`src/hw/rtl/fdiv_pkg.sv`:
```
`default_nettype none

package fdiv_pkg;

    localparam int FIELD_W = 64;

    typedef logic signed [FIELD_W-1:0] field_t;

    typedef enum logic [1:0] {
        ST_OK       = 2'd0,
        ST_DIV_ZERO = 2'd1,
        ST_OVERFLOW = 2'd2
    } status_t;

    typedef struct packed {
        logic    valid;
        logic    floor_mode;
        logic    an;
        logic    bn;
        status_t status;
    } ctl_t;

endpackage

`default_nettype wire

```
`src/hw/rtl/fdiv_post.sv`:
```
`default_nettype none

module fdiv_post #(
    parameter int DATA_WIDTH = 64
) (
    input  wire logic                             clk,
    input  wire logic                             rst_n,
    input  wire fdiv_pkg::ctl_t                   ctl_in,
    input  wire logic [DATA_WIDTH-1:0]            rmag,
    input  wire logic [DATA_WIDTH-1:0]            qmag,
    input  wire logic [DATA_WIDTH-1:0]            mb,
    output logic                                  done,
    output logic signed [fdiv_pkg::FIELD_W-1:0]   quotient,
    output logic signed [fdiv_pkg::FIELD_W-1:0]   remainder,
    output logic [1:0]                            status
);

    logic                         neg_q;
    logic                         adj;
    logic                         done_reg;
    logic signed [DATA_WIDTH-1:0] q_reg;
    logic signed [DATA_WIDTH-1:0] q_next;
    logic signed [DATA_WIDTH-1:0] r_reg;
    logic signed [DATA_WIDTH-1:0] r_next;
    fdiv_pkg::status_t            status_reg;

    // floor correction: q - 1 on a negated quotient is just its inversion
    always_comb
    begin
        neg_q = ctl_in.an ^ ctl_in.bn;
        adj   = ctl_in.floor_mode && neg_q && (rmag != '0);
        if (ctl_in.status == fdiv_pkg::ST_DIV_ZERO)
        begin
            q_next = '0;
            r_next = '0;
        end
        else
        begin
            if (!neg_q)
            begin
                q_next = qmag;
            end
            else if (adj)
            begin
                q_next = ~qmag;
            end
            else
            begin
                q_next = DATA_WIDTH'(~qmag + DATA_WIDTH'(1));
            end
            if (adj)
            begin
                r_next = ctl_in.bn ? DATA_WIDTH'(rmag - mb) : DATA_WIDTH'(mb - rmag);
            end
            else
            begin
                r_next = ctl_in.an ? DATA_WIDTH'(~rmag + DATA_WIDTH'(1)) : rmag;
            end
        end
    end

    always_ff @(posedge clk or negedge rst_n)
    begin
        if (!rst_n)
        begin
            done_reg <= 1'b0;
        end
        else
        begin
            done_reg <= ctl_in.valid;
        end
    end

    always_ff @(posedge clk)
    begin
        q_reg      <= q_next;
        r_reg      <= r_next;
        status_reg <= ctl_in.status;
    end

    assign done      = done_reg;
    assign quotient  = fdiv_pkg::field_t'(q_reg);
    assign remainder = fdiv_pkg::field_t'(r_reg);
    assign status    = status_reg;

endmodule

`default_nettype wire

```
`config.mk`:
```
export PLATFORM = sky130hd
export DESIGN_NAME = fdiv_post
export DESIGN_NICKNAME = d
export VERILOG_FILES = /design/src/hw/rtl/fdiv_pkg.sv /design/src/hw/rtl/fdiv_post.sv
export SDC_FILE = /design/constraint.sdc
export NUM_CORES = 1
export LEC_CHECK = 0
export BUFFER_PORTS_ARGS = -buffer_cell sky130_fd_sc_hd__buf_2
export CAP_MARGIN = 5
export CORE_MARGIN = 2
export CORE_UTILIZATION = 56
export CTS_BUF_LIST = sky130_fd_sc_hd__clkbuf_4 sky130_fd_sc_hd__clkbuf_8 sky130_fd_sc_hd__clkbuf_16
export CTS_CLUSTER_DIAMETER = 80
export DETAILED_ROUTE_END_ITERATION = 7
export PLACE_DENSITY_LB_ADDON = 0.05
export SETUP_SLACK_MARGIN = 0.5
export SLEW_MARGIN = 20
export SYNTH_ARGS = -nofsm -noshare
export SYNTH_HDL_FRONTEND = slang
export SYNTH_SLANG_ARGS = --single-unit
```
`constraint.sdc`:
```
create_clock -name clk -period 0.8 [get_ports clk]
set_clock_uncertainty 0.1 [all_clocks]
set_input_delay 0.04 -clock clk [delete_from_list [all_inputs] [get_ports clk]]
set_output_delay 0.04 -clock clk [all_outputs]
set_load 0.02 [all_outputs]
```
==> impl_metrics.csv, run 1 <==
group,metric,value,unit
synth,ys_ff_latch,131,
run_status,haltStage,"4_1_cts",
synth,yosysSeqAreaShare,0.183,
synth,synth_top_cell_by_area,"dfxtp_1",
synth,synthTopCellsByCount,"a21oi_1, nor2_1, o21ai_0",
clocking,cts_setup_buffers,62,
run_status,status,"aborted with a tool error",
clocking,cts_max_path_buffers,2,
synth,synth_area,14400,um^2
placed_design,dp.cells,3360,
clocking,htree_levels,4,
clocking,cts-root-buf,"clkbuf_16",
floorplanning,die_w,164,um
synth,synth_most_common_cell,"a21oi_1",
floorplanning,placementRows,58,
floorplanning,io_pins,331,
synth,synth_warnings,0,
placed_design,port_buffers,330,
synth,yosysUniqueCellTypes,82,
synth,synth_area_per_cell,7.01,um^2
clocking,cts_hold_buffers,1,
run_status,error,"[ERROR DPL-0038] Utilization greater than 100%, impossible to legalize",
synth,synthArstFlopShare,0.00763,
clocking,clock-sinks,131,
placed_design,place_area,22600,um^2
synth,synth.net_count,2384,
floorplanning,die_h,164,um
synth,syn_inst,2052,
clocking,cts_buffers,17,
synth,synth-main-ff-cell,"dfxtp_1",
synth,synth.top_cell.area_share,0.181,
placed_design,place.gp.congestion,1.14,
synth,synth_edf_count,0,
synth,synthTopCellsByArea,"dfxtp_1, ha_1, a21oi_1",
clocking,cts-resized-gates,645,
placed_design,dp_hpwl,59500,um
floorplanning,initial_utilization,0.571,
## kinds of logic after synthesis
kind of cell / share of synthesized area
simple gates: 0.194
buf+inv: 0.0695
xor+xnor: 0.103
fa+ha+maj: 0.116
flops: 0.183
mux: 0.00565
compound gates: 0.329
## per-stage QoR
step                      setup slack (ps)  hold slack (ps)
after floorplan                      -2540             -356
after global placement               -2620             -286
after detailed placement             -2820             -285
==> inputs of run 2 (changes only) <==
Settings changed: CORE_UTILIZATION 56 to 40, CTS_BUF_LIST sky130_fd_sc_hd__clkbuf_4 sky130_fd_sc_hd__clkbuf_8 sky130_fd_sc_hd__clkbuf_16 to not set, CTS_CLUSTER_DIAMETER 80 to not set, PLACE_DENSITY_LB_ADDON 0.05 to 0.15, SETUP_SLACK_MARGIN 0.5 to not set.
==> impl_metrics.csv, run 2 <==
group,metric,value,unit
power_and_ir_drop,power_per_cell_area,1400,nW/um^2
routing,dr.first_iter.drc_count,2175,
routing,antenna_left,0,
placed_design,dp_hpwl,58000,um
setup_path,cp.depth,13,
setup_path,worstPathMaxFanout,4,
clocking,cts-root-buf,"clkbuf_16",
synth,synth_top_cell_by_area,"dfxtp_1",
run_status,status,"finished, violations left",
routing,route.detailed.drc,0,
routing,vias,21962,
layout,mostFrequentLayoutCells,"buf_4, a21oi_1, buf_2, nor2_1, buf_6",
placed_design,place.gp.congestion,1.04,
routing,drt_pass1_iterations,8,
floorplanning,dieArea,37500,um^2
power_and_ir_drop,peakVddDrop,1.61,mV
clocking,htree_levels,4,
sta,max_freq,298,MHz
layout,final_nets,3546,
clocking,cts_hold_buffers,46,
sta,max_slew.worst_pin.slew,804,ps
synth,synth.top_cell.area_share,0.181,
synth,synth_area_per_cell,7.01,um^2
power_and_ir_drop,total_power,38.7,mW
setup_path,path_cells,"buf_6 > or4_4 > or4_4 > or4_4 > o41ai_4 > buf_6 > buf_4 > nand2_4 > buf_6 > buf_6 > o31ai_4 > xor2_1 > nor2_1",
clocking,clock-sinks,131,
synth,synth_most_common_cell,"a21oi_1",
synth,synthArstFlopShare,0.00763,
synth,synth_area,14400,um^2
synth,syn_inst,2052,
power_and_ir_drop,comb_power_share,0.551,
synth,synth_warnings,0,
floorplanning,die_w,194,um
grt,grt_antenna_before_repair,12,
sta,rsz0062_at_grt,"true",
setup_path,crit_start,"rmag[46]",
power_and_ir_drop,power.leakage,13.0,nW
synth,yosysUniqueCellTypes,82,
setup_path,path_buf_inv,5,
grt,grt_pass1_vias,20826,
clocking,cts_max_path_buffers,2,
sta,fin_ws,-2550,ps
clocking,cts_buffers,17,
sta,period_minus_slack,3350,ps
sta,holdWs,-140,ps
grt,grt_overflow,0,
floorplanning,initial_utilization,0.405,
setup_path,worstSetupPathType,"in2reg",
power_and_ir_drop,p_int,22.7,mW
layout,syn2layout_area_growth,91.6,%
placed_design,place_ws,-2700,ps
routing,routedWlPerCell,24.2,um
routing,via_per_inst,5.94,
placed_design,port_buffers,330,
sta,maxSlewViolCount,0,
power_and_ir_drop,pwr-share-clk,0.232,
sta,max_slew_margin,0.462,
synth,ys_ff_latch,131,
floorplanning,design.core.area,35500,um^2
synth,synthTopCellsByArea,"dfxtp_1, ha_1, a21oi_1",
setup_path,arrival,3570,ps
floorplanning,io_pins,331,
sta,finalSetupTns,-286110,ps
sta,hold_viol,43,
layout,mostFrequentLayoutCell,"buf_4",
setup_path,end_kind,"flop",
run_status,violations,"hold timing, setup timing",
setup_path,required,1020,ps
setup_path,slowest_stage,"xor2_1",
layout,layout-drive-gt1-share,0.525,
hold_path,hold_path.class,"in2reg",
grt,grt_max_degree,42,
synth,synth_edf_count,0,
setup_path,critical_path.max_stage_delay,670,ps
sta,fin_crit_sh,4.19,
sta,setup_viol,259,
setup_path,path_delay_family,"simple AND/OR/NAND/NOR gates",
job,cap_violations,0,
clocking,tritoncts,"yes",
power_and_ir_drop,p_switching,16.0,mW
synth,synthTopCellsByCount,"a21oi_1, nor2_1, o21ai_0",
setup_path,start_kind,"input pin",
grt,grt_pass1_wl,120000,um
hold_path,hold-path-cell-count,4,
grt,grt_util_all_layers,0.409,
layout,fillers,2420,
power_and_ir_drop,p_sw_frac,0.414,
setup_path,crit_end,"quotient[32]",
power_and_ir_drop,p_seq_frac,0.217,
clocking,path_clk_slew,70,ps
synth,yosysSeqAreaShare,0.183,
layout,utilization,0.777,
floorplanning,placementRows,69,
synth,synth.net_count,2384,
synth,synth-main-ff-cell,"dfxtp_1",
routing,wl,89400,um
floorplanning,die_h,194,um
setup_path,cp_common_cell,"buf_6",
[run 2: logic make-up after synthesis]
logic type | Yosys count | synth area share
adder cells (fa/ha/maj) | 132 | 0.116
flip-flops | 131 | 0.183
multiplexers | 8 | 0.00565
buffers and inverters | 265 | 0.0695
XOR/XNOR | 170 | 0.103
AND/OR/NAND/NOR | 594 | 0.194
AO/OA/AOI/OAI | 752 | 0.329
[run 2: per-layer routing]
metal | track usage | vias to the layer above | wire length [um]
li1 | - | 9683 | -
met1 | 0.505 | 10322 | 33700
met2 | 0.684 | 1481 | 39900
met3 | 0.0764 | 470 | 8910
met4 | 0.196 | 6 | 6800
met5 | 0 | - | 41
[run 2: cell type report]
cell class	instances	area, um^2	share of cell area
clock buffer	17	425	0.0154
timing repair buffer	1248	10200	0.370
clock inverter	15	189	0.00686
multi-input combinational	1659	12700	0.462
tap	461	577	0.0209
sequential	131	2810	0.102
antenna	10	25.0	0.000908
inverter	157	599	0.0217
[run 2: how the worst min path moves through the flow]
stage | to | from | slack, ps
floorplan | done | rst_n | -360
global placement | done | rst_n | -280
detailed placement | done | rst_n | -280
CTS | quotient[9] | qmag[9] | -160
global route | quotient[7] | qmag[7] | -140
finish | quotient[7] | qmag[7] | -140
[run 2: stage by stage]
stage,cell area [um^2],std cells
2_1_floorplan,14800,2052
3_3_place_gp,22500,3518
3_5_place_dp,22500,3518
4_1_cts,26500,3659
5_1_grt,27600,3695
6_report,27600,3698
[run 2: power by group through the flow]
stage / registers, mW / logic [mW] / clock network (mW)
after floorplan: 9.13 / 6.79 / 0
after global placement: 7.96 / 16.3 / 0
final: 8.39 / 21.3 / 8.97
after CTS: 8.27 / 19.4 / 8.88
after global routing: 8.42 / 22.3 / 9.21
after detailed placement: 7.98 / 16.5 / 0
[run 2: what timing repair did]
| action | in CTS | in global routing |
|---|---|---|
| endpoints found under the setup margin | 259 | 259 |
| gates resized for setup | 668 | 202 |
| buffers inserted | 52 | 30 |
| pin swaps | 110 | 112 |
| endpoints found under the hold margin | 102 | 30 |
| cloned | 14 | 1 |
No activity file was read; power rests on OpenSTA's default activity.
