### config.mk
export PLATFORM = sky130hd
export DESIGN_NAME = fdiv_prep
export DESIGN_NICKNAME = d
export VERILOG_FILES = /design/src/hw/rtl/fdiv_pkg.sv /design/src/hw/rtl/fdiv_prep.sv
export SDC_FILE = /design/constraint.sdc
export NUM_CORES = 1
export LEC_CHECK = 0
export BUFFER_PORTS_ARGS = -buffer_cell sky130_fd_sc_hd__buf_2
export CAP_MARGIN = 10
export CORE_ASPECT_RATIO = 0.75
export CORE_UTILIZATION = 50
export DETAILED_ROUTE_END_ITERATION = 10
export PLACE_DENSITY = 0.94
export SLEW_MARGIN = 0
export SYNTH_ARGS = -nofsm -noshare
export SYNTH_HDL_FRONTEND = slang
export SYNTH_SLANG_ARGS = --single-unit
### constraint.sdc
create_clock -name clk -period 0.8 [get_ports clk]
set_input_delay 0.16 -clock clk [delete_from_list [all_inputs] [get_ports clk]]
set_output_delay 0.16 -clock clk [all_outputs]
set_load 0.02 [all_outputs]
### src/hw/rtl/fdiv_pkg.sv
`default_nettype none

package fdiv_pkg;

    localparam int FIELD_W = 64;

    typedef logic signed [FIELD_W-1:0] field_t;

    typedef enum logic [1:0] {
        ST_OK       = 2'd0,
        ST_DIV_ZERO = 2'd1,
        ST_OVERFLOW = 2'd2
    } status_t;

    typedef struct packed {
        logic    valid;
        logic    floor_mode;
        logic    an;
        logic    bn;
        status_t status;
    } ctl_t;

endpackage

`default_nettype wire

### src/hw/rtl/fdiv_prep.sv
`default_nettype none

module fdiv_prep #(
    parameter int DATA_WIDTH = 64
) (
    input  wire logic                            clk,
    input  wire logic                            rst_n,
    input  wire logic                            accept,
    input  wire logic                            req_type,
    input  wire logic signed [fdiv_pkg::FIELD_W-1:0] dividend,
    input  wire logic signed [fdiv_pkg::FIELD_W-1:0] divisor,
    output fdiv_pkg::ctl_t                       ctl,
    output logic [DATA_WIDTH-1:0]                ma,
    output logic [DATA_WIDTH-1:0]                mb
);

    localparam logic [DATA_WIDTH-1:0] MIN_VAL = {1'b1, {(DATA_WIDTH-1){1'b0}}};
    localparam logic [DATA_WIDTH-1:0] ALL_ONES = {DATA_WIDTH{1'b1}};

    logic [DATA_WIDTH-1:0] a;
    logic [DATA_WIDTH-1:0] b;
    fdiv_pkg::ctl_t        ctl_reg;
    fdiv_pkg::ctl_t        ctl_next;
    logic [DATA_WIDTH-1:0] ma_reg;
    logic [DATA_WIDTH-1:0] ma_next;
    logic [DATA_WIDTH-1:0] mb_reg;
    logic [DATA_WIDTH-1:0] mb_next;

    always_comb
    begin
        a = dividend[DATA_WIDTH-1:0];
        b = divisor[DATA_WIDTH-1:0];
        ctl_next.valid      = accept;
        ctl_next.floor_mode = req_type;
        ctl_next.an         = a[DATA_WIDTH-1];
        ctl_next.bn         = b[DATA_WIDTH-1];
        if (b == '0)
        begin
            ctl_next.status = fdiv_pkg::ST_DIV_ZERO;
        end
        else if (a == MIN_VAL && b == ALL_ONES)
        begin
            ctl_next.status = fdiv_pkg::ST_OVERFLOW;
        end
        else
        begin
            ctl_next.status = fdiv_pkg::ST_OK;
        end
        ma_next = a[DATA_WIDTH-1] ? DATA_WIDTH'(~a + DATA_WIDTH'(1)) : a;
        mb_next = b[DATA_WIDTH-1] ? DATA_WIDTH'(~b + DATA_WIDTH'(1)) : b;
    end

    always_ff @(posedge clk or negedge rst_n)
    begin
        if (!rst_n)
        begin
            ctl_reg <= '0;
        end
        else
        begin
            ctl_reg <= ctl_next;
        end
    end

    always_ff @(posedge clk)
    begin
        ma_reg <= ma_next;
        mb_reg <= mb_next;
    end

    assign ctl = ctl_reg;
    assign ma  = ma_reg;
    assign mb  = mb_reg;

endmodule

`default_nettype wire

==> impl_results.html, run 1 <==
<table>
<tr><th>Metric</th><th>Value</th></tr>
<tr><th colspan="2">Clock tree</th></tr>
<tr><td>Cts bufs inserted</td><td>17</td></tr>
<tr><td>Gates resized, CTS repair</td><td>639</td></tr>
<tr><td>Clk Tree Root Cell</td><td>sky130_fd_sc_hd__clkbuf_16</td></tr>
<tr><td>Maximum buffer depth of the clock tree</td><td>2</td></tr>
<tr><td>Total number of H-tree levels</td><td>4</td></tr>
<tr><td>Number of clock sinks</td><td>between 100 and 150</td></tr>
<tr><td>CTS hold repair buffers</td><td>15</td></tr>
<tr><td>Postcts setup bufs</td><td>36</td></tr>
<tr><th colspan="2">Logic synthesis</th></tr>
<tr><td>Synth Net Count</td><td>approximately 720</td></tr>
<tr><td>Proportion of synthesized chip area in sequential cells</td><td>between 40% and 50%</td></tr>
<tr><td>Number of enable-type register cells in the synthesized netlist</td><td>0</td></tr>
<tr><td>Synth cell types</td><td>35</td></tr>
<tr><td>Share of synthesized registers carrying an async set or reset</td><td>under 10%</td></tr>
<tr><td>Cell count after synthesis</td><td>587</td></tr>
<tr><td>Mean instance size in the synthesized netlist</td><td>9.835 µm²</td></tr>
<tr><td>Number of warnings issued by yosys</td><td>0</td></tr>
<tr><td>Number of flip-flops and latches in the synthesized netlist</td><td>134</td></tr>
<tr><td>Primary flip-flop cell chosen by synthesis mapping</td><td>sky130_fd_sc_hd__dfxtp_1</td></tr>
<tr><td>Total standard cell area after synthesis</td><td>around 5800 µm²</td></tr>
<tr><th colspan="2">Place</th></tr>
<tr><td>Final weighted congestion of routability-driven global placement</td><td>0.9341</td></tr>
<tr><td>Detailed placement HPWL</td><td>17930 µm</td></tr>
<tr><td>Number of input and output port buffers inserted</td><td>265</td></tr>
<tr><td>Placed Cells</td><td>1174</td></tr>
<tr><th colspan="2">Status</th></tr>
<tr><td>Run Error</td><td>[ERROR DPL-0038] Utilization greater than 100%, impossible to legalize</td></tr>
<tr><td>Result of the run</td><td>stopped before the end</td></tr>
<tr><td>Last stage reached</td><td>clock tree synthesis</td></tr>
<tr><th colspan="2">Floorplan</th></tr>
<tr><td>Die width</td><td>126.1 µm</td></tr>
<tr><td>Total I/O pin count</td><td>266</td></tr>
<tr><td>Height of the die</td><td>between 90 and 100 µm</td></tr>
<tr><td>Number of standard-cell rows in the floorplan</td><td>33</td></tr>
<tr><td>Initial Utilization</td><td>52.17%</td></tr>
</table>
cells in the mapped netlist (all sizes together), types with 6 or more instances:
| library cell | instances | area (µm²) |
|---|---|---|
| dfxtp | 128 | 2562 |
| xnor2 | 122 | 1069 |
| nand2 | 40 | 150.1 |
| o21ai | 39 | 195.2 |
| o31ai | 38 | 285.3 |
| o41ai | 26 | 235.2 |
| nand4 | 25 | 162.6 |
| clkbuf | 24 | 91.33 |
| or3 | 21 | 132.6 |
| nor4 | 20 | 146.4 |
| nor2 | 19 | 71.32 |
| or4 | 18 | 138.9 |
| nor3 | 11 | 55.05 |
| or2 | 10 | 62.56 |
| nand3 | 9 | 45.04 |
| nand2b | 8 | 50.05 |
| dfrtp | 6 | 150.1 |
| inv | 6 | 22.52 |
per-stage QoR:
stage	utilization, %	hold slack [ns]	setup slack [ns]	cell area (µm²)
after detailed placement	85.31	0.01994	-1.522	9440
after floorplan	-	-0.1356	-1.236	6605
after global placement	85.31	0.03139	-1.405	9440
cell families after synthesis:
logic type | after synthesis | synth area share (%)
and+or+nand+nor | 192 | 19.12
AOI/OAI and AO/OA | 103 | 12.40
xor gates and xnor gates | 122 | 18.51
DFF | 134 | 46.99
adders and majority gates | 3 | 0.6503
buffers and inverters | 33 | 2.341
==> inputs of run 2 (changes only) <==
- CORE_ASPECT_RATIO: 0.75 -> unset
- CORE_UTILIZATION: 50 -> 35
- PLACE_DENSITY: 0.94 -> unset
- PLACE_DENSITY_LB_ADDON: unset -> 0.15
==> run 2 against run 1 <==
- the flow now finishes, with violations (negative setup slack)
- synthesized cell count unchanged
- synthesized area stayed put
==> impl_results.html, run 2 <==
<table>
<tr><th>Metric</th><th>Value</th></tr>
<tr><th colspan="2">Floorplan</th></tr>
<tr><td>Die width</td><td>130.4 µm (+3.5%)</td></tr>
<tr><td>Height of the die</td><td>130.4 µm (+37%)</td></tr>
<tr><td>Initial Utilization</td><td>36.08% (-16 points)</td></tr>
<tr><td>Total I/O pin count</td><td>266 (unchanged)</td></tr>
<tr><td>Number of standard-cell rows in the floorplan</td><td>46 (+39%)</td></tr>
<tr><td>Std-Cell Core Area</td><td>16000 µm²</td></tr>
<tr><td>Die Footprint</td><td>around 17000 µm²</td></tr>
<tr><th colspan="2">Pwr</th></tr>
<tr><td>Total leakage power</td><td>about 5.7 nW</td></tr>
<tr><td>Worst ir drop on vdd</td><td>0.001558 V</td></tr>
<tr><td>Power per unit of standard cell area</td><td>roughly 1700 nW/µm²</td></tr>
<tr><th colspan="2">Setup path</th></tr>
<tr><td>Largest driver fanout on the critical path</td><td>12</td></tr>
<tr><td>Delay-heaviest family, CP</td><td>simple AND/OR/NAND/NOR gates</td></tr>
<tr><td>Number of buffers and inverters on the critical path</td><td>4</td></tr>
<tr><td>Startpoint types</td><td>input pin</td></tr>
<tr><td>Crit end category</td><td>flip-flop</td></tr>
<tr><td>Worst path cell trace</td><td>buf_6 -&gt; or4_4 -&gt; buf_6 -&gt; nor4_4 -&gt; nand4_2 -&gt; buf_6 -&gt; buf_4 -&gt; o41ai_2 -&gt; xnor2_1</td></tr>
<tr><td>CP arrival</td><td>2.19 ns</td></tr>
<tr><td>Required time at the worst-slack endpoint</td><td>1.15 ns</td></tr>
<tr><td>Delay contributed by the slowest stage of the critical path</td><td>between 0.5 and 0.6 ns</td></tr>
<tr><td>Most used cell along the critical path</td><td>sky130_fd_sc_hd__buf_6</td></tr>
<tr><td>Slowest cell on the critical path</td><td>sky130_fd_sc_hd__or4_4</td></tr>
<tr><td>Category of the critical setup timing path</td><td>in2reg</td></tr>
<tr><th colspan="2">Route</th></tr>
<tr><td>Number of vias per cell after detailed routing</td><td>5.244</td></tr>
<tr><td>Via count</td><td>7079</td></tr>
<tr><td>Count of nets left with antenna violations after detail routing</td><td>0</td></tr>
<tr><td>Initial drt markers</td><td>253</td></tr>
<tr><td>Iteration count of the initial detailed-routing pass</td><td>4</td></tr>
<tr><td>Routed wirelength normalized by instance count</td><td>20.76 µm</td></tr>
<tr><td>Final wirelength</td><td>28020 µm</td></tr>
<tr><td>Remaining design rule violation count</td><td>0</td></tr>
<tr><th colspan="2">Logic synthesis</th></tr>
<tr><td>Complex-gate fraction of the synthesized area</td><td>12.40% (unchanged)</td></tr>
<tr><td>Top post-synthesis cells by count</td><td>sky130_fd_sc_hd__dfxtp_1, sky130_fd_sc_hd__xnor2_1, sky130_fd_sc_hd__nand2_1, sky130_fd_sc_hd__o21ai_0, sky130_fd_sc_hd__o31ai_1</td></tr>
<tr><td>Largest cells by area after synthesis</td><td>sky130_fd_sc_hd__dfxtp_1, sky130_fd_sc_hd__xnor2_1, sky130_fd_sc_hd__o31ai_1, sky130_fd_sc_hd__o41ai_1, sky130_fd_sc_hd__o21ai_0</td></tr>
<tr><td>Synth Net Count</td><td>722 (unchanged)</td></tr>
<tr><td>Fraction of synthesized cell area taken by the top area cell type</td><td>44.39% (unchanged)</td></tr>
<tr><td>Cell count after synthesis</td><td>587 (unchanged)</td></tr>
<tr><td>Mean instance size in the synthesized netlist</td><td>9.835 µm² (unchanged)</td></tr>
<tr><td>Proportion of synthesized chip area in sequential cells</td><td>46.99% (unchanged)</td></tr>
<tr><td>Total standard cell area after synthesis</td><td>5773 µm² (unchanged)</td></tr>
<tr><td>Synth cell types</td><td>35 (unchanged)</td></tr>
<tr><td>Number of flip-flops and latches in the synthesized netlist</td><td>134 (unchanged)</td></tr>
<tr><td>Post-Synth Adder-Cell Area</td><td>0.6502% (unchanged)</td></tr>
<tr><td>Share of synthesized cell area in and, or, nand and nor gates</td><td>19.12% (unchanged)</td></tr>
<tr><td>Share of synthesized registers carrying an async set or reset</td><td>4.478% (unchanged)</td></tr>
<tr><td>Number of warnings issued by yosys</td><td>0 (unchanged)</td></tr>
<tr><td>Portion of netlist area occupied by mux cells</td><td>0% (unchanged)</td></tr>
<tr><td>Number of enable-type register cells in the synthesized netlist</td><td>0 (unchanged)</td></tr>
<tr><td>Most numerous cell in the Yosys netlist</td><td>sky130_fd_sc_hd__dfxtp_1</td></tr>
<tr><td>Combinational family with the most area after synthesis</td><td>simple AND/OR/NAND/NOR gates</td></tr>
<tr><td>Primary flip-flop cell chosen by synthesis mapping</td><td>sky130_fd_sc_hd__dfxtp_1</td></tr>
<tr><td>Cell taking the most area after synthesis</td><td>sky130_fd_sc_hd__dfxtp_1</td></tr>
<tr><td>Fraction of synthesized cell area in xor and xnor cells</td><td>18.51% (unchanged)</td></tr>
<tr><th colspan="2">Final layout</th></tr>
<tr><td>Number of fillers in the final layout</td><td>831</td></tr>
<tr><td>Share of post-route cells with drive strength above 1</td><td>78.82%</td></tr>
<tr><td>Fin area</td><td>13370 µm²</td></tr>
<tr><td>Area used by sequential logic in the layout</td><td>between 2000 and 3000 µm²</td></tr>
<tr><td>Most common cell after layout, fill and taps aside</td><td>sky130_fd_sc_hd__buf_6</td></tr>
<tr><td>Final nets</td><td>1255</td></tr>
<tr><td>Most frequent cells in the layout</td><td>sky130_fd_sc_hd__buf_6, sky130_fd_sc_hd__buf_4, sky130_fd_sc_hd__dfxtp_2, sky130_fd_sc_hd__buf_2, sky130_fd_sc_hd__xnor2_1</td></tr>
<tr><td>Area occupied by multi-input gates</td><td>4763 µm²</td></tr>
<tr><td>Layout overhead on the synthesized area</td><td>131.7%</td></tr>
<tr><th colspan="2">Min path</th></tr>
<tr><td>Path class of the lowest-slack min-delay path</td><td>in2reg</td></tr>
<tr><th colspan="2">Clock tree</th></tr>
<tr><td>CTS tree</td><td>done</td></tr>
<tr><td>Cts bufs inserted</td><td>17 (unchanged)</td></tr>
<tr><td>Maximum buffer depth of the clock tree</td><td>2 (unchanged)</td></tr>
<tr><td>Clk Tree Root Cell</td><td>sky130_fd_sc_hd__clkbuf_16</td></tr>
<tr><td>Number of clock sinks</td><td>134 (unchanged)</td></tr>
<tr><td>Clock-pin slew of the registers on the worst-case setup and hold paths</td><td>0.06 ns</td></tr>
<tr><td>Total number of H-tree levels</td><td>4 (unchanged)</td></tr>
<tr><th colspan="2">Global route</th></tr>
<tr><td>Vias in the first global route</td><td>7239</td></tr>
<tr><td>Wire length of the first global-routing pass</td><td>36340 µm</td></tr>
<tr><td>Total Routing Usage GR</td><td>between 20% and 30%</td></tr>
<tr><td>Initial antenna violation count</td><td>1</td></tr>
<tr><td>Sum of overflow across all layers after global routing</td><td>0</td></tr>
<tr><td>Largest net degree at the start of global routing</td><td>27</td></tr>
<tr><th colspan="2">Place</th></tr>
<tr><td>Final weighted congestion of routability-driven global placement</td><td>0.8621 (-7.7%)</td></tr>
<tr><td>Number of input and output port buffers inserted</td><td>265 (unchanged)</td></tr>
<tr><td>Detailed placement HPWL</td><td>16610 µm (-7.4%)</td></tr>
<tr><td>Area after DPL</td><td>9518 µm² (+0.82%)</td></tr>
<tr><th colspan="2">Timing</th></tr>
<tr><td>Min Hold Slack</td><td>approximately 0.0018 ns</td></tr>
<tr><td>Tightest Pin Transition</td><td>0.4068 ns</td></tr>
<tr><td>Max Clk Rate</td><td>~540 MHz</td></tr>
<tr><td>Share of the clock period used by the worst path</td><td>230.7%</td></tr>
<tr><td>Final worst-path setup slack</td><td>-1.046 ns</td></tr>
<tr><td>Setup violations, final</td><td>253</td></tr>
<tr><td>Final min period</td><td>1.846 ns</td></tr>
<tr><td>Headroom to the max-slew limit</td><td>72.63%</td></tr>
<tr><td>Final count of hold timing violations</td><td>0</td></tr>
<tr><td>RSZ-0062 raised after global routing</td><td>true</td></tr>
<tr><td>Final number of max-transition violations</td><td>0</td></tr>
<tr><th colspan="2">Status</th></tr>
<tr><td>Violated checks</td><td>negative setup slack</td></tr>
<tr><td>Result of the run</td><td>finished, violations left</td></tr>
<tr><th colspan="2">Flow run</th></tr>
<tr><td>Maxcap violations</td><td>0</td></tr>
</table>
-- run 2: what timing repair did --
action | 4_1_cts | 5_1_grt
gates cloned | 0 | 1
hold endpoints to repair | 20 | 0
resized for setup | 579 | 115
setup endpoints to repair | 249 | 252
pin swaps | 80 | 102
hold buffers | 15 | 0
setup buffers | 22 | 43
-- run 2: cell families after synthesis --
logic type,after synthesis
flops,134
buf+inv,33
xor+xnor,122
fa+ha+maj,3
compound gates,103
simple gates,192
-- run 2: per-layer routing --
layer | vias to the layer above | GRT usage (%) | wire (µm)
met5 | - | 0 | 0
met4 | 0 | 15.82 | 1330
met3 | 103 | 7.980 | 1704
met2 | 310 | 53.16 | 15170
met1 | 3441 | 27.68 | 9819
li1 | 3225 | - | -
-- run 2: tightest hold or removal path, cell delays in order --
cell	delay, ns
sky130_fd_sc_hd__buf_6	0.07
sky130_fd_sc_hd__buf_4	0.10
sky130_fd_sc_hd__xnor2_1	0.05
-- run 2: final cells by class --
type | instances | area share [%]
antenna | 1 | 0.01871
multi-input combinational | 420 | 35.62
clock buffer | 20 | 3.415
sequential | 134 | 21.52
tap | 216 | 2.021
inverter | 6 | 0.2994
clock inverter | 12 | 1.497
timing repair buffer | 541 | 35.62
-- run 2: worst paths after layout --
| kind | cells after the start | from | end | slack [ns] |
|---|---|---|---|---|
| worst max-delay path | 9 | divisor[21] | mb[51] | -1.05 |
| worst min-delay path | 3 | dividend[21] | ma[21] | 0.002 |
| max in group asynchronous | 2 | rst_n | ctl[0] | 0.45 |
| min in group asynchronous | 2 | rst_n | ctl[2] | 0.16 |
-- run 2: per-stage QoR --
| stage | util [%] | power (mW) | std cells | worst slack [ns] | setup TNS, ns |
|---|---|---|---|---|---|
| after floorplan | - | 9.723 | 587 | -1.236 | -104.18 |
| after global placement | 59.49 | 11.79 | 1246 | -1.380 | -124.97 |
| after detailed placement | 59.49 | 11.87 | 1246 | -1.464 | -129.34 |
| after CTS | 78.14 | 22.06 | 1315 | -0.8808 | -100.97 |
| after global routing | 83.57 | 23.17 | 1349 | -1.071 | -116.92 |
| final | 83.59 | 22.50 | 1350 | -1.046 | -109.10 |
-- run 2: power breakdown --
| group | total, mW | internal [mW] | switching [mW] |
|---|---|---|---|
| Clock | 8.80 | 5.70 | 3.11 |
| Combinational | 5.78 | 2.98 | 2.80 |
| Sequential | 7.91 | 7.52 | 0.393 |
(Power assumes the default switching activity.)
==> inputs of run 3 (changes only) <==
- CTS_CLUSTER_DIAMETER: unset -> 200
- clock period: 0.8 -> 1.8 ns (I/O delays scaled with it)
==> run 3 against run 2 <==
- the run still ends with negative setup slack left
- sequential power down 58%
- die area unchanged
- hold slack improved by 0.046 ns
- cell area is 23% lower
- critical path depth unchanged
- sequential share of layout area rose by 4.9 points
- power decreased by 62%
- first-iteration DRC count shrank 0.40%
- non-clock buffer count fell by 87
- worst setup slack gained 0.94 ns
- critical endpoint is now mb[54]
- highest routed layer unchanged
==> impl_results.html, run 3 (synthesized netlist as in run 2, its figures left out) <==
<table>
<tr><th>Metric</th><th>Value</th></tr>
<tr><th colspan="2">Status</th></tr>
<tr><td>Result of the run</td><td>finished, violations left</td></tr>
<tr><td>Violated checks</td><td>negative setup slack</td></tr>
<tr><th colspan="2">Global route</th></tr>
<tr><td>Largest net degree at the start of global routing</td><td>66 (+140%)</td></tr>
<tr><td>Total Routing Usage GR</td><td>24.54% (-3.7 points)</td></tr>
<tr><td>Initial antenna violation count</td><td>0 (-1)</td></tr>
<tr><td>Sum of overflow across all layers after global routing</td><td>0 (unchanged)</td></tr>
<tr><td>Wire length of the first global-routing pass</td><td>31910 µm (-12%)</td></tr>
<tr><td>Vias in the first global route</td><td>6279 (-13%)</td></tr>
<tr><th colspan="2">Route</th></tr>
<tr><td>Count of nets left with antenna violations after detail routing</td><td>0 (unchanged)</td></tr>
<tr><td>Initial drt markers</td><td>252 (-0.40%)</td></tr>
<tr><td>Number of vias per cell after detailed routing</td><td>5.008 (-4.5%)</td></tr>
<tr><td>Remaining design rule violation count</td><td>0 (unchanged)</td></tr>
<tr><td>Via count</td><td>6320 (-11%)</td></tr>
<tr><td>Final wirelength</td><td>21050 µm (-25%)</td></tr>
<tr><td>Iteration count of the initial detailed-routing pass</td><td>4 (unchanged)</td></tr>
<tr><td>Routed wirelength normalized by instance count</td><td>16.68 µm (-20%)</td></tr>
<tr><th colspan="2">Flow run</th></tr>
<tr><td>Maxcap violations</td><td>0 (unchanged)</td></tr>
<tr><th colspan="2">Clock tree</th></tr>
<tr><td>Clock-pin slew of the registers on the worst-case setup and hold paths</td><td>0.06 ns (about the same)</td></tr>
<tr><td>CTS tree</td><td>done</td></tr>
<tr><td>Maximum buffer depth of the clock tree</td><td>2 (unchanged)</td></tr>
<tr><td>Clk Tree Root Cell</td><td>sky130_fd_sc_hd__clkbuf_16</td></tr>
<tr><td>Number of clock sinks</td><td>134 (unchanged)</td></tr>
<tr><td>Total number of H-tree levels</td><td>4 (unchanged)</td></tr>
<tr><td>Cts bufs inserted</td><td>17 (unchanged)</td></tr>
<tr><th colspan="2">Final layout</th></tr>
<tr><td>Layout overhead on the synthesized area</td><td>77.87%</td></tr>
<tr><td>Most frequent cells in the layout</td><td>sky130_fd_sc_hd__buf_2, sky130_fd_sc_hd__buf_4, sky130_fd_sc_hd__dfxtp_1, sky130_fd_sc_hd__xnor2_1, sky130_fd_sc_hd__nand2_1</td></tr>
<tr><td>Number of diodes</td><td>0 (-1)</td></tr>
<tr><td>Share of post-route cells with drive strength above 1</td><td>56.88% (-22 points)</td></tr>
<tr><td>Most common cell after layout, fill and taps aside</td><td>sky130_fd_sc_hd__buf_2</td></tr>
<tr><td>Fin area</td><td>10270 µm² (-23%)</td></tr>
<tr><td>Final nets</td><td>1168 (-6.9%)</td></tr>
<tr><td>Final standard cell count with taps included and fillers excluded</td><td>1262 (-6.5%)</td></tr>
<tr><th colspan="2">Pwr</th></tr>
<tr><td>Total leakage power</td><td>4.534 nW (-21%)</td></tr>
<tr><td>P_int</td><td>6.187 mW (-62%)</td></tr>
<tr><td>Sequential cell fraction of total power</td><td>39.0% (+3.8 points)</td></tr>
<tr><td>Worst ir drop on vdd</td><td>0.0006863 V (-56%)</td></tr>
<tr><td>Clock Power Share</td><td>39.1% (about the same)</td></tr>
<tr><td>Reported net switching power</td><td>2.423 mW (-62%)</td></tr>
<tr><td>Proportion of total power due to net switching</td><td>28.14% (+0.14 points)</td></tr>
<tr><td>Power per unit of standard cell area</td><td>838.5 nW/µm² (-50%)</td></tr>
<tr><td>Combinational group share of total power</td><td>21.9% (-3.8 points)</td></tr>
<tr><th colspan="2">Timing</th></tr>
<tr><td>Setup violations, final</td><td>22 (-91%)</td></tr>
<tr><td>Final count of hold timing violations</td><td>0 (unchanged)</td></tr>
<tr><td>Headroom to the max-slew limit</td><td>62.41% (-10 points)</td></tr>
<tr><td>Final min period</td><td>1.910 ns</td></tr>
<tr><td>RSZ-0062 raised after global routing</td><td>true</td></tr>
<tr><td>Share of the clock period used by the worst path</td><td>106.1%</td></tr>
<tr><td>Tightest Pin Transition</td><td>0.5638 ns (+0.1570 ns)</td></tr>
<tr><td>Final number of max-transition violations</td><td>0 (unchanged)</td></tr>
<tr><td>Final setup TNS</td><td>-0.9746 ns (+108.13 ns)</td></tr>
<tr><td>Final worst-path setup slack</td><td>-0.1102 ns (+0.9358 ns)</td></tr>
<tr><td>Max Clk Rate</td><td>523.5 MHz</td></tr>
<tr><th colspan="2">Setup path</th></tr>
<tr><td>Number of buffers and inverters on the critical path</td><td>3 (-1)</td></tr>
<tr><td>Crit end category</td><td>flip-flop</td></tr>
<tr><td>Worst path cell trace</td><td>buf_8 -&gt; inv_4 -&gt; ha_4 -&gt; or3b_4 -&gt; nor4_4 -&gt; buf_4 -&gt; nand4_1 -&gt; o31ai_2 -&gt; xnor2_1</td></tr>
<tr><td>Startpoint types</td><td>input pin</td></tr>
<tr><td>Delay-heaviest family, CP</td><td>simple AND/OR/NAND/NOR gates</td></tr>
<tr><td>Delay contributed by the slowest stage of the critical path</td><td>0.42 ns (-0.15 ns)</td></tr>
<tr><td>Slowest cell on the critical path</td><td>sky130_fd_sc_hd__nor4_4</td></tr>
<tr><td>CP arrival</td><td>2.26 ns (+0.07 ns)</td></tr>
<tr><td>Required time at the worst-slack endpoint</td><td>2.15 ns (+1.00 ns)</td></tr>
<tr><td>Category of the critical setup timing path</td><td>in2reg</td></tr>
<tr><td>Largest driver fanout on the critical path</td><td>4 (-8)</td></tr>
<tr><th colspan="2">Place</th></tr>
<tr><td>Placed Cells</td><td>1219 (-2.2%)</td></tr>
<tr><td>Number of input and output port buffers inserted</td><td>265 (unchanged)</td></tr>
<tr><td>Final weighted congestion of routability-driven global placement</td><td>0.9625 (+12%)</td></tr>
<tr><td>Detailed placement HPWL</td><td>16370 µm (-1.5%)</td></tr>
<tr><td>Area after DPL</td><td>9056 µm² (-4.9%)</td></tr>
<tr><th colspan="2">Floorplan</th></tr>
<tr><td>Total I/O pin count</td><td>266 (unchanged)</td></tr>
<tr><td>Die width</td><td>130.4 µm (unchanged)</td></tr>
<tr><td>Initial Utilization</td><td>36.08% (unchanged)</td></tr>
<tr><td>Number of standard-cell rows in the floorplan</td><td>46 (unchanged)</td></tr>
<tr><td>Die Footprint</td><td>17010 µm² (unchanged)</td></tr>
<tr><td>Std-Cell Core Area</td><td>16000 µm² (unchanged)</td></tr>
<tr><td>Height of the die</td><td>130.4 µm (unchanged)</td></tr>
<tr><th colspan="2">Min path</th></tr>
<tr><td>Path class of the lowest-slack min-delay path</td><td>in2reg</td></tr>
</table>
run 3: routing by layer:
| layer | up-vias | track usage, % | share of wire, % |
|---|---|---|---|
| met5 | - | 0 | 0 |
| met4 | 0 | 8.587 | 1.9 |
| met3 | 33 | 5.171 | 6.0 |
| met2 | 223 | 41.27 | 50 |
| met1 | 3024 | 31.13 | 42 |
| li1 | 3040 | - | - |
run 3: area by class of cell:
type	instances	area (µm²)
clock inverters	10	105.1
repair buffers	454	2860
flip-flops and latches	134	2713
clock buffers	22	464.2
well taps	216	270.3
fillers	1349	5732
inverters	6	25.02
multi-input cells	420	3831
run 3: power groups by stage:
stage,Combinational [mW],Sequential [mW],Clock [mW]
after floorplan,0.468,3.81,0
after global placement,1.76,3.42,0
after detailed placement,1.78,3.42,0
after CTS,1.83,3.36,3.42
after global routing,2.01,3.38,3.56
final,1.88,3.36,3.37
run 3: final timing paths:
| kind | from | end | slack, ns | cells past startpoint |
|---|---|---|---|---|
| setup / recovery | divisor[1] | mb[54] | -0.11 | 9 |
| hold / removal | accept | ctl[5] | 0.05 | 1 |
| max in group asynchronous | rst_n | ctl[2] | 1.28 | 2 |
| min in group asynchronous | rst_n | ctl[0] | 0.33 | 2 |
run 3: what timing repair did:
| action | CTS | global route |
|---|---|---|
| setup buffers | 3 | 7 |
| pin swaps | 14 | 33 |
| endpoints found under the hold margin | 6 | 0 |
| hold buffers | 1 | 0 |
| gates resized for setup | 33 | 56 |
| setup endpoints to repair | 32 | 53 |
run 3: per-stage QoR:
step                      utilization, %  worst slack [ns]  hold slack, ns  power [mW]
after global routing               64.18           -0.1666         0.03235       8.948
after global placement             56.60           -0.5763          0.2196       5.174
after CTS                          61.82          -0.09497         0.03762       8.613
after floorplan                        -           -0.4358         0.06441       4.277
after detailed placement           56.60           -0.6492          0.2293       5.204
final                              64.18           -0.1102         0.04817       8.610
==> inputs of run 4 (changes only) <==
- HOLD_SLACK_MARGIN: unset -> 0.1
- clock period: 1.8 -> 2 ns (I/O delays scaled with it)
==> run 4 against run 3 <==
- the run now ends clean
- cell area down 9.5%
- via count fell by 5.6%
- routed wire length fell by 9.4%
- global-route usage fell by 2.4 points
- sequential share of layout area grew 2.8 points
- clock-buffer cell count is 3 higher
- non-clock buffer count shrank 36
- power shrank 15%
- die area unchanged
==> impl_results.html, run 4 (synthesized netlist as in run 2, its figures left out) <==
<table>
<tr><th>Metric</th><th>Value</th></tr>
<tr><th colspan="2">Status</th></tr>
<tr><td>Result of the run</td><td>finished, final reports clean</td></tr>
<tr><th colspan="2">Timing</th></tr>
<tr><td>RSZ-0062 raised after global routing</td><td>true</td></tr>
<tr><td>Min Hold Slack</td><td>0.1475 ns (+0.09933 ns)</td></tr>
<tr><td>Share of the clock period used by the worst path</td><td>99.55%</td></tr>
<tr><td>Final min period</td><td>1.991 ns</td></tr>
<tr><td>Max Clk Rate</td><td>approximately 500 MHz</td></tr>
<tr><td>Final count of hold timing violations</td><td>0 (unchanged)</td></tr>
<tr><td>Final number of max-transition violations</td><td>0 (unchanged)</td></tr>
<tr><td>Final worst-path setup slack</td><td>0.009016 ns (+0.1192 ns)</td></tr>
<tr><td>Tightest Pin Transition</td><td>0.5329 ns (-0.03093 ns)</td></tr>
<tr><td>Setup violations, final</td><td>0 (-100%)</td></tr>
<tr><td>Headroom to the max-slew limit</td><td>64.15% (+1.7 points)</td></tr>
<tr><th colspan="2">Final layout</th></tr>
<tr><td>Layout overhead on the synthesized area</td><td>60.99%</td></tr>
<tr><td>Most frequent cells in the layout</td><td>sky130_fd_sc_hd__buf_2, sky130_fd_sc_hd__buf_4, sky130_fd_sc_hd__dfxtp_1, sky130_fd_sc_hd__xnor2_1, sky130_fd_sc_hd__nand2_1</td></tr>
<tr><td>Share of post-route cells with drive strength above 1</td><td>49.70% (-7.2 points)</td></tr>
<tr><td>Final standard cell count with taps included and fillers excluded</td><td>1227 (-2.8%)</td></tr>
<tr><td>Fin area</td><td>9294 µm² (-9.5%)</td></tr>
<tr><td>Most common cell after layout, fill and taps aside</td><td>sky130_fd_sc_hd__buf_2</td></tr>
<tr><td>Number of fillers in the final layout</td><td>1506 (+12%)</td></tr>
<tr><td>Final nets</td><td>1132 (-3.1%)</td></tr>
<tr><td>Final standard cell utilization of the core</td><td>58.09% (-6.1 points)</td></tr>
<tr><th colspan="2">Floorplan</th></tr>
<tr><td>Std-Cell Core Area</td><td>16000 µm² (unchanged)</td></tr>
<tr><td>Die Footprint</td><td>17010 µm² (unchanged)</td></tr>
<tr><td>Die width</td><td>130.4 µm (unchanged)</td></tr>
<tr><td>Total I/O pin count</td><td>266 (unchanged)</td></tr>
<tr><td>Height of the die</td><td>130.4 µm (unchanged)</td></tr>
<tr><td>Number of standard-cell rows in the floorplan</td><td>46 (unchanged)</td></tr>
<tr><td>Initial Utilization</td><td>36.08% (unchanged)</td></tr>
<tr><th colspan="2">Clock tree</th></tr>
<tr><td>Clk Tree Root Cell</td><td>sky130_fd_sc_hd__clkbuf_16</td></tr>
<tr><td>CTS tree</td><td>done</td></tr>
<tr><td>Clock-pin slew of the registers on the worst-case setup and hold paths</td><td>0.05 ns (about the same)</td></tr>
<tr><td>Number of clock sinks</td><td>134 (unchanged)</td></tr>
<tr><td>Maximum buffer depth of the clock tree</td><td>2 (unchanged)</td></tr>
<tr><td>Total number of H-tree levels</td><td>4 (unchanged)</td></tr>
<tr><td>Cts bufs inserted</td><td>17 (unchanged)</td></tr>
<tr><th colspan="2">Place</th></tr>
<tr><td>Number of input and output port buffers inserted</td><td>265 (unchanged)</td></tr>
<tr><td>Placed Cells</td><td>1190 (-2.4%)</td></tr>
<tr><td>Area after DPL</td><td>8613 µm² (-4.9%)</td></tr>
<tr><td>Final weighted congestion of routability-driven global placement</td><td>0.9236 (-4.0%)</td></tr>
<tr><td>Post-placement setup slack</td><td>-0.4801 ns (+0.1692 ns)</td></tr>
<tr><td>Detailed placement HPWL</td><td>15130 µm (-7.6%)</td></tr>
<tr><th colspan="2">Route</th></tr>
<tr><td>Count of nets left with antenna violations after detail routing</td><td>0 (unchanged)</td></tr>
<tr><td>Via count</td><td>5965 (-5.6%)</td></tr>
<tr><td>Initial drt markers</td><td>293 (+16%)</td></tr>
<tr><td>Final wirelength</td><td>19060 µm (-9.4%)</td></tr>
<tr><td>Remaining design rule violation count</td><td>0 (unchanged)</td></tr>
<tr><td>Iteration count of the initial detailed-routing pass</td><td>4 (unchanged)</td></tr>
<tr><td>Routed wirelength normalized by instance count</td><td>15.54 µm (-6.9%)</td></tr>
<tr><td>Number of vias per cell after detailed routing</td><td>4.861 (-2.9%)</td></tr>
<tr><th colspan="2">Flow run</th></tr>
<tr><td>Maxcap violations</td><td>0 (unchanged)</td></tr>
<tr><th colspan="2">Pwr</th></tr>
<tr><td>Power per unit of standard cell area</td><td>783.1 nW/µm² (-6.6%)</td></tr>
<tr><td>Worst ir drop on vdd</td><td>0.0005790 V (-16%)</td></tr>
<tr><td>Total leakage power</td><td>4.012 nW (-12%)</td></tr>
<tr><th colspan="2">Min path</th></tr>
<tr><td>Hold path start</td><td>dividend[0]</td></tr>
<tr><td>Number of cells on the worst hold path</td><td>1 (unchanged)</td></tr>
<tr><td>Path class of the lowest-slack min-delay path</td><td>in2reg</td></tr>
<tr><td>Worst hold path endpoint</td><td>ma[0]</td></tr>
<tr><th colspan="2">Global route</th></tr>
<tr><td>Largest net degree at the start of global routing</td><td>66 (unchanged)</td></tr>
<tr><td>Vias in the first global route</td><td>5858 (-6.7%)</td></tr>
<tr><td>Wire length of the first global-routing pass</td><td>28610 µm (-10%)</td></tr>
<tr><td>Initial antenna violation count</td><td>0 (unchanged)</td></tr>
<tr><td>Total Routing Usage GR</td><td>22.12% (-2.4 points)</td></tr>
<tr><td>Sum of overflow across all layers after global routing</td><td>0 (unchanged)</td></tr>
<tr><th colspan="2">Setup path</th></tr>
<tr><td>Slowest cell on the critical path</td><td>sky130_fd_sc_hd__or4_4</td></tr>
<tr><td>Startpoint types</td><td>input pin</td></tr>
<tr><td>CP arrival</td><td>2.28 ns (+0.02 ns)</td></tr>
<tr><td>Largest driver fanout on the critical path</td><td>8 (+4)</td></tr>
<tr><td>Required time at the worst-slack endpoint</td><td>2.29 ns (+0.14 ns)</td></tr>
<tr><td>Critical path startpoint</td><td>divisor[7]</td></tr>
<tr><td>Crit end category</td><td>flip-flop</td></tr>
<tr><td>Category of the critical setup timing path</td><td>in2reg</td></tr>
<tr><td>Worst path cell trace</td><td>buf_2 -&gt; or4_4 -&gt; nor4_4 -&gt; buf_4 -&gt; nand4_1 -&gt; buf_6 -&gt; o41ai_4 -&gt; xnor2_1</td></tr>
<tr><td>Delay contributed by the slowest stage of the critical path</td><td>0.58 ns (+0.16 ns)</td></tr>
</table>
[run 4: cell count changes in the layout (fill, tap and decap cells not counted), moves of 5 or more]
cell                      before  now
sky130_fd_sc_hd__buf_4       178  147
sky130_fd_sc_hd__o31ai_1      17   30
sky130_fd_sc_hd__o41ai_4      16    3
sky130_fd_sc_hd__buf_6        14    2
sky130_fd_sc_hd__o21ai_0      16   27
sky130_fd_sc_hd__o41ai_2       5   16
sky130_fd_sc_hd__o31ai_4      11    1
sky130_fd_sc_hd__o21ai_2      10    1
sky130_fd_sc_hd__buf_2       257  265
sky130_fd_sc_hd__or3_1        14   20
sky130_fd_sc_hd__or3_4         6    0
sky130_fd_sc_hd__or4_1         8   13
sky130_fd_sc_hd__or4_4        10    5
[run 4: final cells by class]
cell class              count  area (µm²)  area share (%)
diodes                      3       7.507         0.08078
clock buffers              25       475.5           5.116
well taps                 216       270.3           2.908
repair buffers            418        2502           26.93
flip-flops and latches    134        2713           29.19
multi-input cells         420        3276           35.25
inverters                   6       22.52          0.2423
clock inverters             5       27.53          0.2962
[run 4: per-stage QoR]
step | power (mW) | setup TNS, ns
after floorplan | 3.827 | -6.416
after global placement | 4.566 | -20.66
after detailed placement | 4.587 | -22.69
after CTS | 7.337 | 0
after global routing | 7.617 | -0.1653
final | 7.278 | 0
[run 4: worst max-delay path by stage]
stage	slack, ns	end	cells after the start
5_1_grt	-0.04	mb[61]	7
4_1_cts	0.01	mb[57]	7
3_3_place_gp	-0.45	mb[61]	7
3_5_place_dp	-0.48	mb[57]	7
6_report	0.009	mb[50]	8
2_1_floorplan	-0.28	mb[39]	7
[run 4: layer usage]
layer / routed length (µm) / vias up / share of wire (%) / GRT usage, %
met5: 0 / - / 0 / 0
met4: 286 / 0 / 1.5 / 8.654
met3: 1269 / 17 / 6.7 / 5.741
met2: 9216 / 191 / 48 / 36.17
met1: 8290 / 2799 / 43 / 27.87
li1: - / 2958 / - / -
[run 4: worst max-delay path: cells and delay by family]
family          cells  cell delay, ns
xor+xnor            1            0.12
simple gates        3            0.98
buf+inv             3            0.48
compound gates      1            0.30
[run 4: timing repair]
action,4_1_cts,5_1_grt
endpoints found under the hold margin,8,0
setup endpoints to repair,8,19
pin swaps,1,2
gates resized for setup,4,18
buffers inserted,1,0
cloned,0,0
hold buffers,3,0
[run 4: where the power goes]
part	switching, mW	internal (mW)	total (mW)
clock network	1.10	1.63	2.73
logic	0.878	0.654	1.53
registers	0.0711	2.95	3.02
total	2.05	5.23	7.28
